## src/cmxp_pkg.sv

```systemverilog
// Shared types, constants and bit widening for the cursor mask/XOR plot unit.
`timescale 1ns / 1ps

package cmxp_pkg;

	localparam int ROW_W   = 16;
	localparam int WORD_W  = 64;
	localparam int DEPTH_W = 2;
	localparam int SHIFT_W = 4;
	localparam int TRIM_W  = 2;
	localparam int CFG_W   = 4;   // widest register (pixel_shift)
	localparam int IDX_W   = 2;

	// Register indexes on the configuration port
	localparam logic [IDX_W-1:0] REG_DEPTH = 2'd0;
	localparam logic [IDX_W-1:0] REG_SHIFT = 2'd1;
	localparam logic [IDX_W-1:0] REG_TRIM  = 2'd2;

	// log2 of bits per pixel
	localparam logic [1:0] LG_1BPP = 2'd0;
	localparam logic [1:0] LG_2BPP = 2'd1;
	localparam logic [1:0] LG_4BPP = 2'd2;

	typedef struct packed {
		logic [DEPTH_W-1:0]       depth_mode;
		logic [SHIFT_W-1:0]       pixel_shift;
		logic signed [TRIM_W-1:0] trim_side;
	} cfg_t;

	typedef struct packed {
		logic [ROW_W-1:0]  face_row;
		logic [ROW_W-1:0]  mask_row;
		logic [WORD_W-1:0] dest_a;
		logic [WORD_W-1:0] dest_b;
		logic              last_row;
	} row_item_t;

	typedef struct packed {
		logic [WORD_W-1:0] out_a;
		logic [WORD_W-1:0] out_b;
		logic              a_written;
		logic              b_written;
		logic              last_out;
	} res_item_t;

	// Replicate each row bit into a 1, 2 or 4 bit pixel; leftmost pixel stays on top
	function automatic logic [WORD_W-1:0] widen(input logic [ROW_W-1:0] row,
			input logic [1:0] lg);
		logic [WORD_W-1:0] acc;
		acc = '0;
		for (int i = 0; i < ROW_W; i++) begin
			case (lg)
				LG_1BPP: acc[i]       = row[i];
				LG_2BPP: acc[2*i +: 2] = {2{row[i]}};
				default: acc[4*i +: 4] = {4{row[i]}};
			endcase
		end
		return acc;
	endfunction

endpackage

```

## src/cmxp_ifs.sv

```systemverilog
// Valid/ready channel interfaces for cursor rows and merged results.
`timescale 1ns / 1ps

interface cmxp_row_if;
	logic                      valid;
	logic                      ready;
	logic [cmxp_pkg::ROW_W-1:0]  face_row;
	logic [cmxp_pkg::ROW_W-1:0]  mask_row;
	logic [cmxp_pkg::WORD_W-1:0] dest_a;
	logic [cmxp_pkg::WORD_W-1:0] dest_b;
	logic                      last_row;

	modport source (output valid, face_row, mask_row, dest_a, dest_b, last_row,
		input ready);
	modport sink (input valid, face_row, mask_row, dest_a, dest_b, last_row,
		output ready);
endinterface

interface cmxp_res_if;
	logic                      valid;
	logic                      ready;
	logic [cmxp_pkg::WORD_W-1:0] out_a;
	logic [cmxp_pkg::WORD_W-1:0] out_b;
	logic                      a_written;
	logic                      b_written;
	logic                      last_out;

	modport source (output valid, out_a, out_b, a_written, b_written, last_out,
		input ready);
	modport sink (input valid, out_a, out_b, a_written, b_written, last_out,
		output ready);
endinterface

```

## src/cmxp_merge.sv

```systemverilog
// Widen, shift and mask/XOR merge of one cursor row into destination words.
`timescale 1ns / 1ps

module cmxp_merge (
	input  cmxp_pkg::cfg_t      cfg,
	input  cmxp_pkg::row_item_t item,
	output cmxp_pkg::res_item_t res
);
	import cmxp_pkg::*;

	logic [1:0]        lg;
	logic [6:0]        w;
	logic [5:0]        s;
	logic [6:0]        ls;
	logic [WORD_W-1:0] wmask;
	logic [WORD_W-1:0] face;
	logic [WORD_W-1:0] mask;
	logic [WORD_W-1:0] da;
	logic [WORD_W-1:0] db;
	logic [WORD_W-1:0] mr;
	logic [WORD_W-1:0] fr;
	logic [WORD_W-1:0] ml;
	logic [WORD_W-1:0] fl;
	logic              right;
	logic              left;

	// Depth code three behaves as 4bpp
	assign lg = (cfg.depth_mode >= LG_4BPP) ? LG_4BPP : cfg.depth_mode;

	always_comb begin
		case (lg)
			LG_1BPP: wmask = {{(WORD_W-16){1'b0}}, {16{1'b1}}};
			LG_2BPP: wmask = {{(WORD_W-32){1'b0}}, {32{1'b1}}};
			default: wmask = {WORD_W{1'b1}};
		endcase
	end

	// Row width and bit offsets
	assign w  = 7'd16 << lg;
	assign s  = {2'b00, cfg.pixel_shift} << lg;
	assign ls = w - {1'b0, s};

	assign face = widen(item.face_row, lg);
	assign mask = widen(item.mask_row, lg);
	assign da   = item.dest_a & wmask;
	assign db   = item.dest_b & wmask;

	// Right part shifts down, the spill moves to the top of the row
	assign mr = mask >> s;
	assign fr = face >> s;
	assign ml = (mask << ls) & wmask;
	assign fl = (face << ls) & wmask;

	// Non-negative trim keeps the right part; zero or negative keeps the left part if the offset is nonzero
	assign right = ~cfg.trim_side[TRIM_W-1];
	assign left  = (s != '0) && (cfg.trim_side[TRIM_W-1] || (cfg.trim_side == '0));

	always_comb begin
		res.out_a     = da;
		res.out_b     = db;
		res.a_written = 1'b0;
		res.b_written = 1'b0;
		res.last_out  = item.last_row;
		if (right) begin
			res.out_a     = ((da & ~mr) ^ fr) & wmask;
			res.a_written = 1'b1;
			if (left) begin
				res.out_b     = (db & ~ml) ^ fl;
				res.b_written = 1'b1;
			end
		end else if (left) begin
			res.out_a     = (da & ~ml) ^ fl;
			res.a_written = 1'b1;
		end
	end

endmodule

```

## src/cursor_mask_xor_plot_unit.sv

```systemverilog
// Top level of the cursor mask/XOR plot unit: config registers and two-stage pipeline.
//
// Usage: each transaction on the cursor channel carries one 16-pixel cursor row
// (face and mask bits) plus the destination words it lands on. The merged words
// leave on the merged channel, one result per row, in order, with flags telling
// which destination words were modified and a copy of the last-row marker.
// The configuration port (cfg_we, cfg_idx, cfg_wdata) sets depth, pixel offset
// and trim; write it only while no row is in flight.
// A row accepted on the cursor channel passes the input register, then the
// result register, and is offered on the merged channel from the latter.
// Throughput: one row per cycle while the receiver does not stall; the merge is
// a single combinational pass of bit widening, a barrel shift and the mask/XOR
// between the two registers. When the receiver stalls, the result register holds
// its transaction and the input register keeps accepting until it is full too,
// after which cursor.ready drops; no transaction is lost or repeated.
// Reset (arst_n low) empties both stages and clears all configuration to zero.
`timescale 1ns / 1ps

module cursor_mask_xor_plot_unit (
	input  logic                        clk,
	input  logic                        arst_n,
	input  logic                        cfg_we,
	input  logic [cmxp_pkg::IDX_W-1:0]  cfg_idx,
	input  logic [cmxp_pkg::CFG_W-1:0]  cfg_wdata,
	cmxp_row_if.sink                    cursor,
	cmxp_res_if.source                  merged
);
	import cmxp_pkg::*;

	cfg_t      cfg_q;
	row_item_t item_in;
	row_item_t item_s1;
	res_item_t res_comb;
	res_item_t res_s2;
	logic      valid_s1;
	logic      valid_s2;
	logic      adv_s1;
	logic      adv_s2;

	// Configuration registers
	always_ff @(posedge clk or negedge arst_n) begin
		if (!arst_n) begin
			cfg_q <= '0;
		end else if (cfg_we) begin
			unique case (cfg_idx)
				REG_DEPTH: cfg_q.depth_mode  <= cfg_wdata[DEPTH_W-1:0];
				REG_SHIFT: cfg_q.pixel_shift <= cfg_wdata[SHIFT_W-1:0];
				REG_TRIM:  cfg_q.trim_side   <= cfg_wdata[TRIM_W-1:0];
				default:   ;
			endcase
		end
	end

	// Stage enables: a stage loads when it is empty or its content moves on
	assign adv_s2       = ~valid_s2 | merged.ready;
	assign adv_s1       = ~valid_s1 | adv_s2;
	assign cursor.ready = adv_s1;

	assign item_in.face_row = cursor.face_row;
	assign item_in.mask_row = cursor.mask_row;
	assign item_in.dest_a   = cursor.dest_a;
	assign item_in.dest_b   = cursor.dest_b;
	assign item_in.last_row = cursor.last_row;

	// Valid bits
	always_ff @(posedge clk or negedge arst_n) begin
		if (!arst_n) begin
			valid_s1 <= 1'b0;
			valid_s2 <= 1'b0;
		end else begin
			if (adv_s1) valid_s1 <= cursor.valid;
			if (adv_s2) valid_s2 <= valid_s1;
		end
	end

	// Payload registers
	always_ff @(posedge clk) begin
		if (adv_s1 && cursor.valid) item_s1 <= item_in;
		if (adv_s2 && valid_s1)     res_s2  <= res_comb;
	end

	cmxp_merge u_merge (
		.cfg  (cfg_q),
		.item (item_s1),
		.res  (res_comb)
	);

	assign merged.valid     = valid_s2;
	assign merged.out_a     = res_s2.out_a;
	assign merged.out_b     = res_s2.out_b;
	assign merged.a_written = res_s2.a_written;
	assign merged.b_written = res_s2.b_written;
	assign merged.last_out  = res_s2.last_out;

endmodule

```

## src/flat_wrapper.sv

```systemverilog
// flat-port wrapper written by rule: the top's interface ports become plain ports
module cursor_mask_xor_plot_unit_flat import cmxp_pkg::*;
  (clk, arst_n, cfg_we, cfg_idx, cfg_wdata, cursor_valid, cursor_face_row, cursor_mask_row, cursor_dest_a, cursor_dest_b, cursor_last_row, cursor_ready, merged_valid, merged_out_a, merged_out_b, merged_a_written, merged_b_written, merged_last_out, merged_ready);
  cmxp_row_if cursor_i ();
  cmxp_res_if merged_i ();
  input  logic clk;
  input  logic arst_n;
  input  logic cfg_we;
  input  logic [cmxp_pkg::IDX_W-1:0] cfg_idx;
  input  logic [cmxp_pkg::CFG_W-1:0] cfg_wdata;
  input wire logic [$bits(cursor_i.valid)-1:0] cursor_valid;
  input wire logic [$bits(cursor_i.face_row)-1:0] cursor_face_row;
  input wire logic [$bits(cursor_i.mask_row)-1:0] cursor_mask_row;
  input wire logic [$bits(cursor_i.dest_a)-1:0] cursor_dest_a;
  input wire logic [$bits(cursor_i.dest_b)-1:0] cursor_dest_b;
  input wire logic [$bits(cursor_i.last_row)-1:0] cursor_last_row;
  output wire logic [$bits(cursor_i.ready)-1:0] cursor_ready;
  output wire logic [$bits(merged_i.valid)-1:0] merged_valid;
  output wire logic [$bits(merged_i.out_a)-1:0] merged_out_a;
  output wire logic [$bits(merged_i.out_b)-1:0] merged_out_b;
  output wire logic [$bits(merged_i.a_written)-1:0] merged_a_written;
  output wire logic [$bits(merged_i.b_written)-1:0] merged_b_written;
  output wire logic [$bits(merged_i.last_out)-1:0] merged_last_out;
  input wire logic [$bits(merged_i.ready)-1:0] merged_ready;
  assign cursor_i.valid = cursor_valid;
  assign cursor_i.face_row = cursor_face_row;
  assign cursor_i.mask_row = cursor_mask_row;
  assign cursor_i.dest_a = cursor_dest_a;
  assign cursor_i.dest_b = cursor_dest_b;
  assign cursor_i.last_row = cursor_last_row;
  assign cursor_ready = cursor_i.ready;
  assign merged_valid = merged_i.valid;
  assign merged_out_a = merged_i.out_a;
  assign merged_out_b = merged_i.out_b;
  assign merged_a_written = merged_i.a_written;
  assign merged_b_written = merged_i.b_written;
  assign merged_last_out = merged_i.last_out;
  assign merged_i.ready = merged_ready;
  cursor_mask_xor_plot_unit u_core (.clk(clk), .arst_n(arst_n), .cfg_we(cfg_we), .cfg_idx(cfg_idx), .cfg_wdata(cfg_wdata), .cursor(cursor_i), .merged(merged_i));
endmodule
```

## config.mk

```make
export PLATFORM = sky130hd
export DESIGN_NAME = cursor_mask_xor_plot_unit_flat
export DESIGN_NICKNAME = d
export VERILOG_FILES = /design/src/cmxp_pkg.sv /design/src/cmxp_ifs.sv /design/src/cmxp_merge.sv /design/src/cursor_mask_xor_plot_unit.sv /design/src/flat_wrapper.sv
export SDC_FILE = /design/constraint.sdc
export NUM_CORES = 1
export LEC_CHECK = 0
export BUFFER_PORTS_ARGS = -buffer_cell sky130_fd_sc_hd__buf_2
export CAP_MARGIN = 10
export CORE_ASPECT_RATIO = 1.75
export CORE_MARGIN = 2
export CORE_UTILIZATION = 60
export DETAILED_ROUTE_END_ITERATION = 12
export GPL_TIMING_DRIVEN = 0
export PLACE_DENSITY = 0.78
export SETUP_SLACK_MARGIN = 0.5
export SLEW_MARGIN = 20
export SYNTH_ARGS = -nofsm -noshare
export SYNTH_HDL_FRONTEND = slang
export SYNTH_HIERARCHICAL = 1
export SYNTH_SLANG_ARGS = --single-unit
```

## constraint.sdc

```tcl
create_clock -name clk -period 5.4 [get_ports clk]
set_input_delay 0.54 -clock clk [delete_from_list [all_inputs] [get_ports clk]]
set_output_delay 0.54 -clock clk [all_outputs]
set_load 0.005 [all_outputs]
```

==> results of run 1 <==
-- through the flow --
| step | utilization [%] | hold WS (ns) |
|---|---|---|
| 2_1_floorplan | - | 0.244 |
| 3_3_place_gp | 66.5 | 0.397 |
| 3_5_place_dp | 66.8 | 0.415 |
| 4_1_cts | 72.0 | 0.118 |
-- logic make-up after synthesis --
family                   after synthesis
AO/OA/AOI/OAI                        950
AND/OR/NAND/NOR                      867
flip-flops                           302
buffers and inverters                240
multiplexers                         163
XOR/XNOR                              63
adder cells (fa/ha/maj)                1
-- routing by layer --
metal | track usage [%] | overflow
met1 | 73.1 | 6
met2 | 93.0 | 227
met4 | 73.3 | 161
met3 | 51.8 | 14
met5 | 15.9 | 0
-- timing repair --
| action | 4_1_cts |
|---|---|
| endpoints found under the setup margin | 129 |
| setup buffers | 38 |
| pin swaps | 23 |
| hold buffers | 1 |
| endpoints found under the hold margin | 10 |
| gates resized for setup | 174 |
==> flow_summary.toml, run 1 <==
[place]
placed_cells_incl_taps = 3379
hpwl_mm = 98.0
placed_area_um2 = 25700
routabilityCongestion = 1.28
port-buffer-count = 304
dp_slack_ns = -1.46

[logic_synthesis]
synthArstFlopShare_pct = 3.31
synth_top_area_share_pct = 37.5
synth_area_leader_cell = "edfxtp_1"
syn-num-nets = 2759
netlist_instances = 2586
synth_compound_area_share_pct = 27.9
yosys_warnings = 6
avgSynthCellArea_um2 = 9.05
synth_seq_cells = 302
synth_adder_area_share_pct = 0.0535
synth_top_family_by_area = "compound AO/OA/AOI/OAI gates"
synth.mux.area_fraction_pct = 8.45
synth_xor_area_share_pct = 2.39
syn_area_um2 = 23400
synth-simple-area-share_pct = 17.6
yosysSeqAreaShare_pct = 38.6
synth_edf_count = 292
synth_top_cells_by_area = "edfxtp_1, nand2_1, a21oi_1"
synth_common_cells = "nand2_1, edfxtp_1, a21oi_1"
synth_flop_cell = "edfxtp_1"
synth_cell_types = 112
yosysMostFrequentCell = "nand2_1"

[floorplan]
io_pins = 305
start_util_pct = 60.9
rows = 95
die_w_um = 153
die_h_um = 265

[grt]
grt_overflow = 408
grt_max_degree = 61
grt_pass1_vias = 30400
grt_usage_pct = 72.7
grt_pass1_wl_mm = 224

[status]
stop_error = "[ERROR GRT-0116] Global routing finished with congestion. Check the congestion regions in the DRC Viewer."
status = "did not finish"
stop_stage = "global routing (5_1_grt)"

[clock_tree]
clockBufferDepth = 3
cts_buffers = 27
root_buffer = "clkbuf_16"
htreeDepth = 1
cts.sinks = 302
==> run 2, diff against run 1 <==
--- a/config.mk
+++ b/config.mk
@@ -7,13 +7,11 @@
 export LEC_CHECK = 0
 export BUFFER_PORTS_ARGS = -buffer_cell sky130_fd_sc_hd__buf_2
 export CAP_MARGIN = 10
-export CORE_ASPECT_RATIO = 1.75
 export CORE_MARGIN = 2
-export CORE_UTILIZATION = 60
+export CORE_UTILIZATION = 40
 export DETAILED_ROUTE_END_ITERATION = 12
 export GPL_TIMING_DRIVEN = 0
-export PLACE_DENSITY = 0.78
-export SETUP_SLACK_MARGIN = 0.5
+export PLACE_DENSITY_LB_ADDON = 0.15
 export SLEW_MARGIN = 20
 export SYNTH_ARGS = -nofsm -noshare
 export SYNTH_HDL_FRONTEND = slang
==> run 2 against run 1 <==
The flow now finishes, with violations (negative setup slack). Synthesized area stayed put. Synthesized cell count is the same.
==> flow_summary.toml, run 2 <==
[setup_path]
path_cells = "buf_6, buf_6, nor3b_4, inv_2, buf_2, buf_2, ha_1, inv_1, clkbuf_4, buf_2, a21oi_1, a32oi_1, nor3_1, a211oi_4, o2bb2ai_1, nor2_2, or3_1, o311a_1"
cpMaxStageDelayCell = "nor3b_4"
required_ns = 5.70
cp_common_cell = "buf_2"
crit_path_end_kind = "flip-flop"
r2r_slack_ns = -0.002
critical-path-max-stage-delay_ns = 0.54
startpoint_type = "flip-flop"
worst-setup-path-type = "flip-flop to flip-flop"
crit_fanout = 10
cp.arrival_ns = 5.70

[drt]
vias_per_cell = 7.05
final_antenna_net_count = 0
post-route-drc-count = 0
routed_wl_mm = 138
drt-wirelength-per-cell_um = 36.9
drt_iter0_markers = 4027
vias = 26400
dr.pass1.iters = 9

[layout]
drive_above_1_share_pct = 24.5
utilization_pct = 48.7
final_cell_mix = "buf_2, nand2_1, edfxtp_1, a21oi_1, nor2_1"
final_common_cell = "buf_2"
top_register = "u_core/item_s1"
largest_reg_flops = 161
area_growth_pct = 20.2
diodes = 0
final_cells = 3748
nets = 3131
fillCellCount = 5465

[power_and_ir_drop]
finalPower_w = 0.0171
power.share.clock_pct = 14.4
p_int_w = 0.00795
swShare_pct = 53.4
switchingPower_w = 0.00913
seqPwrFrac_pct = 19.0
p_per_area_nw_per_um2 = 607
ir_worst_vdd_v = 0.000349
p_comb_share_pct = 66.6
leakagePower_nw = 10.6

[timing]
report.final.slew_viol_count = 0
setup_viol = 1
report.final.hold_viol_count = 0
relSlewSlack_pct = 18.4
fmax_mhz = 185
timing.final.crit_share_pct = 100
tightestPinTransition_ns = 1.22
period_minus_slack_ns = 5.40
finalClockSkew_ns = 0.0155
rsz0062_at_grt = "false"
fin_ws_ns = -0.00239

[clock_tree]
cts_buffers = 34
clk_pin_slew_ns = 0.06
cts.sinks = 302
root_buffer = "clkbuf_16"
htreeDepth = 2
cts_tree = "yes"
clockBufferDepth = 3
clk_latency_ns = 0.56

[job]
drv_cap = 0

[floorplan]
die_w_um = 246
rows = 88
die_h_um = 246
fp.dieArea_um2 = 60400
core_area_um2 = 57800
io_pins = 305
start_util_pct = 40.5

[logic_synthesis]
synth_top_area_share_pct = 37.5
synth_flop_cell = "edfxtp_1"
syn_area_um2 = 23400
avgSynthCellArea_um2 = 9.05
synth_edf_count = 292
yosysSeqAreaShare_pct = 38.6
synth_area_leader_cell = "edfxtp_1"
yosysMostFrequentCell = "nand2_1"
synth_common_cells = "nand2_1, edfxtp_1, a21oi_1"
synthArstFlopShare_pct = 3.31
synth_seq_cells = 302
netlist_instances = 2586
synth_top_cells_by_area = "edfxtp_1, nand2_1, a21oi_1"
syn-num-nets = 2759
yosys_warnings = 6
synth_cell_types = 112

[place]
port-buffer-count = 304
hpwl_mm = 109
placed_cells_incl_taps = 3661
dp_slack_ns = -2.10
routabilityCongestion = 1.08

[status]
status = "finished with violations"
violations = "negative setup slack"

[grt]
antenna_found_initial = 6
grt_overflow = 0
grt_pass1_vias = 24800
grt_pass1_wl_mm = 189
grt_max_degree = 60
grt_usage_pct = 44.6

[hold_path]
worstHoldPathType = "input port to flip-flop"
run 2: cell counts after synthesis:
No cell type changed its count.
run 2: stage by stage:
stage | TNS, ns | instance area [um^2] | hold slack [ns]
after floorplan | 0 | 23400 | 0.244
after global placement | -365.26 | 25900 | 0.402
after detailed placement | -163.61 | 26000 | 0.413
after CTS | 0 | 28000 | 0.133
after global routing | 0 | 28100 | 0.141
final | -0.00239 | 28100 | 0.150
run 2: critical path: cells and delay by family (launching register included):
kind	cells	cell delay, ns
buffers and inverters	8	1.82
AOI/OAI and AO/OA	5	1.32
and+or+nand+nor	4	1.23
DFF	1	0.39
adders and majority gates	1	0.35
run 2: worst paths after layout:
| path | startpoint | to | depth (start not counted) |
|---|---|---|---|
| max | u_core/cfg_q[6] | u_core/merged.out_b[62] | 18 |
| min | cursor_dest_b[61] | u_core/item_s1[62] | 1 |
| max reg2reg | u_core/cfg_q[6] | u_core/merged.out_b[62] | 18 |
| min reg2reg | u_core/cfg_q[6] | u_core/cfg_q[6] | 1 |
| max in group asynchronous | arst_n | u_core/cfg_q[3] | 2 |
| min in group asynchronous | arst_n | u_core/cfg_q[5] | 2 |
run 2: logic make-up after synthesis:
kind of cell / count (synthesis) / share of synthesized area, %
AO/OA/AOI/OAI: 950 / 27.9
AND/OR/NAND/NOR: 867 / 17.6
flip-flops: 302 / 38.6
buffers and inverters: 240 / 5.01
multiplexers: 163 / 8.45
XOR/XNOR: 63 / 2.39
adder cells (fa/ha/maj): 1 / 0.0535
run 2: area by class of cell:
type,count,area [um^2],share of cell area [%]
Multi-Input combinational cell,2044,13800,49.2
Tap cell,765,957,3.40
Buffer,204,1140,4.05
Sequential cell,302,9020,32.1
Clock inverter,21,264,0.939
Timing Repair Buffer,337,1870,6.66
Clock buffer,40,915,3.25
Inverter,35,131,0.467
run 2: timing repair:
action | in CTS | in global routing
pin swaps | 14 | 6
hold buffers | 1 | 0
hold endpoints to repair | 10 | 0
buffers inserted | 23 | 3
gates resized for setup | 125 | 31
setup endpoints to repair | 129 | 98
run 2: metal layers:
metal	share of wire, %	track usage, %	up-vias
li1	-	-	10700
met1	38	58.6	12900
met2	41	64.6	2284
met3	14	14.3	481
met4	6.9	24.6	8
met5	0.039	0	-
run 2: power by group through the flow:
stage	logic, W	registers, W	clock network (W)
after global placement	0.00980	0.00330	0
after global routing	0.0115	0.00327	0.00259
after CTS	0.0106	0.00324	0.00249
final	0.0114	0.00324	0.00246
after floorplan	0.00570	0.00327	0
after detailed placement	0.00986	0.00328	0
No activity file was read; power rests on OpenSTA's default activity.
